File: src/rtl/glzw_pkg.sv
// Shared types and constants for the GIF LZW decoder.
package glzw_pkg;

   typedef enum logic [2:0] {
      ST_TAKEN   = 3'd0,
      ST_REFUSED = 3'd1,
      ST_PIXEL   = 3'd2,
      ST_NEED    = 3'd3,
      ST_END     = 3'd4,
      ST_BAD     = 3'd5
   } status_type;

   typedef enum logic [0:0] {
      ACT_FEED = 1'b0,
      ACT_PULL = 1'b1
   } action_type;

   typedef struct packed {
      action_type action;
      logic [7:0] data_byte;
   } cmd_type;

   typedef struct packed {
      status_type status;
      logic [7:0] pixel_index;
      logic       last_of_string;
   } rsp_type;

   typedef enum logic [2:0] {
      EX_IDLE,
      EX_CODE,
      EX_RDWAIT,
      EX_WALK,
      EX_POPRD,
      EX_POPOUT
   } exec_state_type;

   function automatic logic [3:0] eff_size(input logic [3:0] mcs);
      logic [3:0] r;
      r = mcs;
      if (mcs < 4'd2) r = 4'd2;
      if (mcs > 4'd8) r = 4'd8;
      return r;
   endfunction

endpackage

File: src/rtl/glzw_front.sv
// Input front end: accepts transactions and queues decoded commands.
module glzw_front (
   input  logic                  clock,
   input  logic                  reset,
   input  logic                  flush,
   input  logic                  s_valid,
   output logic                  s_ready,
   input  glzw_pkg::cmd_type     s_cmd,
   output logic                  q_valid,
   input  logic                  q_ready,
   output glzw_pkg::cmd_type     q_cmd
);
   import glzw_pkg::*;

   cmd_type    mem_ff [2];
   logic [0:0] wp_ff, wp_in, rp_ff, rp_in;
   logic [1:0] cnt_ff, cnt_in;
   logic       push, pop;

   assign s_ready = (cnt_ff != 2'd2);
   assign q_valid = (cnt_ff != 2'd0);
   assign q_cmd   = mem_ff[rp_ff];
   assign push    = s_valid && s_ready;
   assign pop     = q_valid && q_ready;

   always_comb begin
      wp_in  = push ? wp_ff + 1'b1 : wp_ff;
      rp_in  = pop ? rp_ff + 1'b1 : rp_ff;
      cnt_in = cnt_ff + {1'b0, push} - {1'b0, pop};
   end

   always_ff @(posedge clock) begin
      if (reset || flush) begin
         wp_ff  <= '0;
         rp_ff  <= '0;
         cnt_ff <= '0;
      end else begin
         wp_ff  <= wp_in;
         rp_ff  <= rp_in;
         cnt_ff <= cnt_in;
      end
   end

   always_ff @(posedge clock) begin
      if (push) begin
         mem_ff[wp_ff] <= s_cmd;
      end
   end
endmodule

File: config.mk
export PLATFORM = sky130hd
export DESIGN_NAME = glzw_front
export DESIGN_NICKNAME = d
export VERILOG_FILES = /design/src/rtl/glzw_pkg.sv /design/src/rtl/glzw_front.sv
export SDC_FILE = /design/constraint.sdc
export NUM_CORES = 1
export LEC_CHECK = 0
export BUFFER_PORTS_ARGS = -buffer_cell sky130_fd_sc_hd__buf_2
export CAP_MARGIN = 20
export CORE_UTILIZATION = 53
export DETAILED_ROUTE_END_ITERATION = 8
export PLACE_DENSITY = 0.83
export SETUP_SLACK_MARGIN = 0.05
export SLEW_MARGIN = 20
export SYNTH_ARGS = -nofsm -noshare
export SYNTH_HDL_FRONTEND = slang
export SYNTH_SLANG_ARGS = --single-unit
File: constraint.sdc
create_clock -name clock -period 2.5 [get_ports clock]
set_clock_uncertainty 0.15 [all_clocks]
set_input_delay 0.5 -clock clock [delete_from_list [all_inputs] [get_ports clock]]
set_output_delay 0.5 -clock clock [all_outputs]
set_load 0.005 [all_outputs]
==> metrics.md <==
| Metric | Value |
|---|---|
| Critical Path, Cell by Cell | `mux2_2, buf_2` |
| CTS Sinks | `23` |
| Design Power | `~660 uW` |
| Pre-antenna DRT Iters | `6` |
| GR Util All Layers | `17.45%` |
| Clk_lat worst skew | `0.30 ns` |
| DP Area | `about 0.0011 mm^2` |
| Power density over the cells | `between 600 and 700 mW/mm^2` |
| Setup Buffers After CTS | `0` |
| Fmax | `roughly 500 MHz` |
| Synth top area cells | `edfxtp_1, mux2_2, dfxtp_1, nor4bb_2, nor2_1` |
| WL per Instance | `around 14 um` |
| Static leakage | `about 0.42 nW` |
| Post-Syn Nets | `72` |
| H-tree Lvls | `1` |
| Vias | `549` |
| Clock period minus final worst setup slack | `2.022 ns` |
| Crit end category | `output port` |
| Die height | `43.66 um` |
| Most frequent cells in the layout | `buf_2, edfxtp_1, mux2_2` |
| Initial antenna violation count | `0` |
| Hold path startpoint | `s_cmd[4]` |
| Cts hold-fix bufs | `0` |
| Final setup viols | `0` |
| Slowest CP cell | `dfxtp_1` |
| Slew HR | `around three quarters` |
| Mapped cell area | `919.6 um^2` |
| Final Worst Setup Slack | `0.4780 ns` |
| CTS clk-pin slew, worst paths | `0.11 ns` |
| Final Slew Violations | `0` |
| Worst EP required | `1.85 ns` |
| Setup total negative slack | `0 ns` |
| Fill cells | `114` |
| Mapped Cells | `57` |
| Clk root buf | `clkbuf_4` |
| Post-cts sizing count | `0` |
| FF-to-FF Start | `cnt_ff[0]` |
| Setup CP Type | `reg -> out` |
| First-pass GRT wire length | `2318 um` |
| Clk buf depth | `2` |
| Initial Util | `58.99%` |
| Synth Register Bits | `23` |
| ANT cells | `0` |
| Critical path startpoint category | `register` |
| HPWL after detailed placement | `around 1000 um` |
| DR vias/cell | `5.490` |
| MaxCap Viol Count | `0` |
| Violated checks | `design-rule violations` |
| DRT Wirelength | `1443 um` |
| DR iter-0 viols | `18` |
| Core Util, Final | `69.34%` |
| Post-route cell area | `0.001081 mm^2` |
| CTS tree | `done` |
| Critical Path AT | `1.37 ns` |
| Worst Max-Slew Pin Slew | `0.3740 ns` |
| Core Region | `0.001559 mm^2` |
| CP delay by family, top | `flip-flops` |
| Worst slack, placed | `roughly 0.74 ns` |
| Worst VDD drop | `0.4435 mV` |
| Nets | `100` |
| Routed Antenna Nets | `0` |
| Top-area cell type share of the netlist area | `about three fifths` |
| I/O Pins | `25` |
| Fin crit share | `80.88%` |
| I/O Buffers | `24` |
| Max incr delay on CP | `0.56 ns` |
| Synth cell types | `23` |
| Die Area | `roughly 0.0019 mm^2` |
| Path type of the worst min-delay path | `in -> reg` |
| Drt drc | `3` |
| Layout area overhead | `17.55%` |
| Sequential share of the synthesized area | `69.66%` |
| TritonCTS Buffers | `3` |
| CP max FO | `9` |
| Die Span X | `43.66 um` |
| Commonest non-fill, non-tap cell in the layout | `buf_2` |
| Yosys warns | `0` |
| RSZ-0062 raised after global routing | `no` |
| Syn_area_per_cell | `16.13 um^2` |
| Fraction of layout cells with a size suffix above 1 | `50.00%` |
| Endpoints failing hold | `0` |
| Cell taking the most area after synthesis | `edfxtp_1` |
| Buf+Inv Stages, Crit Path | `1` |
| Site row count | `14` |
| Vias in the first global route | `544` |
| Status | `complete, but fails checks` |
| Global route overflow | `0` |
| Placer congestion estimate | `~0.74` |
| Largest net degree at the start of global routing | `13` |
path summary, 6_finish.rpt:
path	slack, ns	endpoint	cells after the start
worst max register to register	0.77	cnt_ff[1]	6
worst min register to register	0.38	register	2
worst max-delay path	0.48	q_cmd[6]	2
worst min-delay path	0.23	mem_ff[1][4]	1
layer usage:
layer,vias to the layer above,share of wire (%),GRT usage [%]
li1,268,-,-
met1,259,39,19.55
met2,20,55,31.34
met5,-,0,0
met4,0,0.97,7.500
met3,2,4.8,4.167
registers in the layout (all words and copies together), names as in the netlist, named ones only:
register and cells:
cnt_ff 2, mem_ff 18, rp_ff 1, wp_ff 1
cells in the mapped netlist (all sizes together):
| master | instances |
|---|---|
| ha | 1 |
| nor4 | 1 |
| a21oi | 2 |
| nand3b | 1 |
| xor2 | 1 |
| mux2 | 9 |
| inv | 2 |
| o31a | 1 |
| nor2 | 4 |
| dfxtp | 5 |
| nor2b | 1 |
| nor4bb | 1 |
| a21bo | 1 |
| nor3 | 1 |
| nand2b | 1 |
| or2 | 2 |
| o21ai | 1 |
| buf | 1 |
| and3 | 2 |
| edfxtp | 18 |
| a311oi | 1 |
cell type report:
cell class	count	area [um^2]	area share (%)
clock buffer	4	26.28	2.431
multi-input combinational	31	266.5	24.65
inverter	2	7.507	0.6944
tap	16	20.02	1.852
timing repair buffer	24	120.1	11.11
sequential	23	640.6	59.26
per-stage QoR:
stage | hold slack (ns) | std cells
6_report | 0.2333 | 100
4_1_cts | 0.2252 | 100
3_5_place_dp | 0.3502 | 96
5_1_grt | 0.2128 | 100
3_3_place_gp | 0.3364 | 96
2_1_floorplan | 0.3225 | 57
cells by family (layout without fill, tap and decap cells):
group / count (synthesis) / in the layout / share of synthesized area (%)
compound gates: 6 / 6 / 4.626
xor+xnor: 1 / 1 / 0.9526
fa+ha+maj: 1 / 1 / 1.360
buf+inv: 3 / 30 / 1.360
flops: 23 / 23 / 69.66
mux: 9 / 9 / 11.02
simple gates: 14 / 14 / 11.02
report_power, final:
group / leakage (nW) / switching [mW] / internal, mW
clock: 0.0150 / 0.0990 / 0.0621
combinational: 0.194 / 0.0284 / 0.0317
sequential: 0.209 / 0.00685 / 0.429
Power figures use the tool's default switching activity.
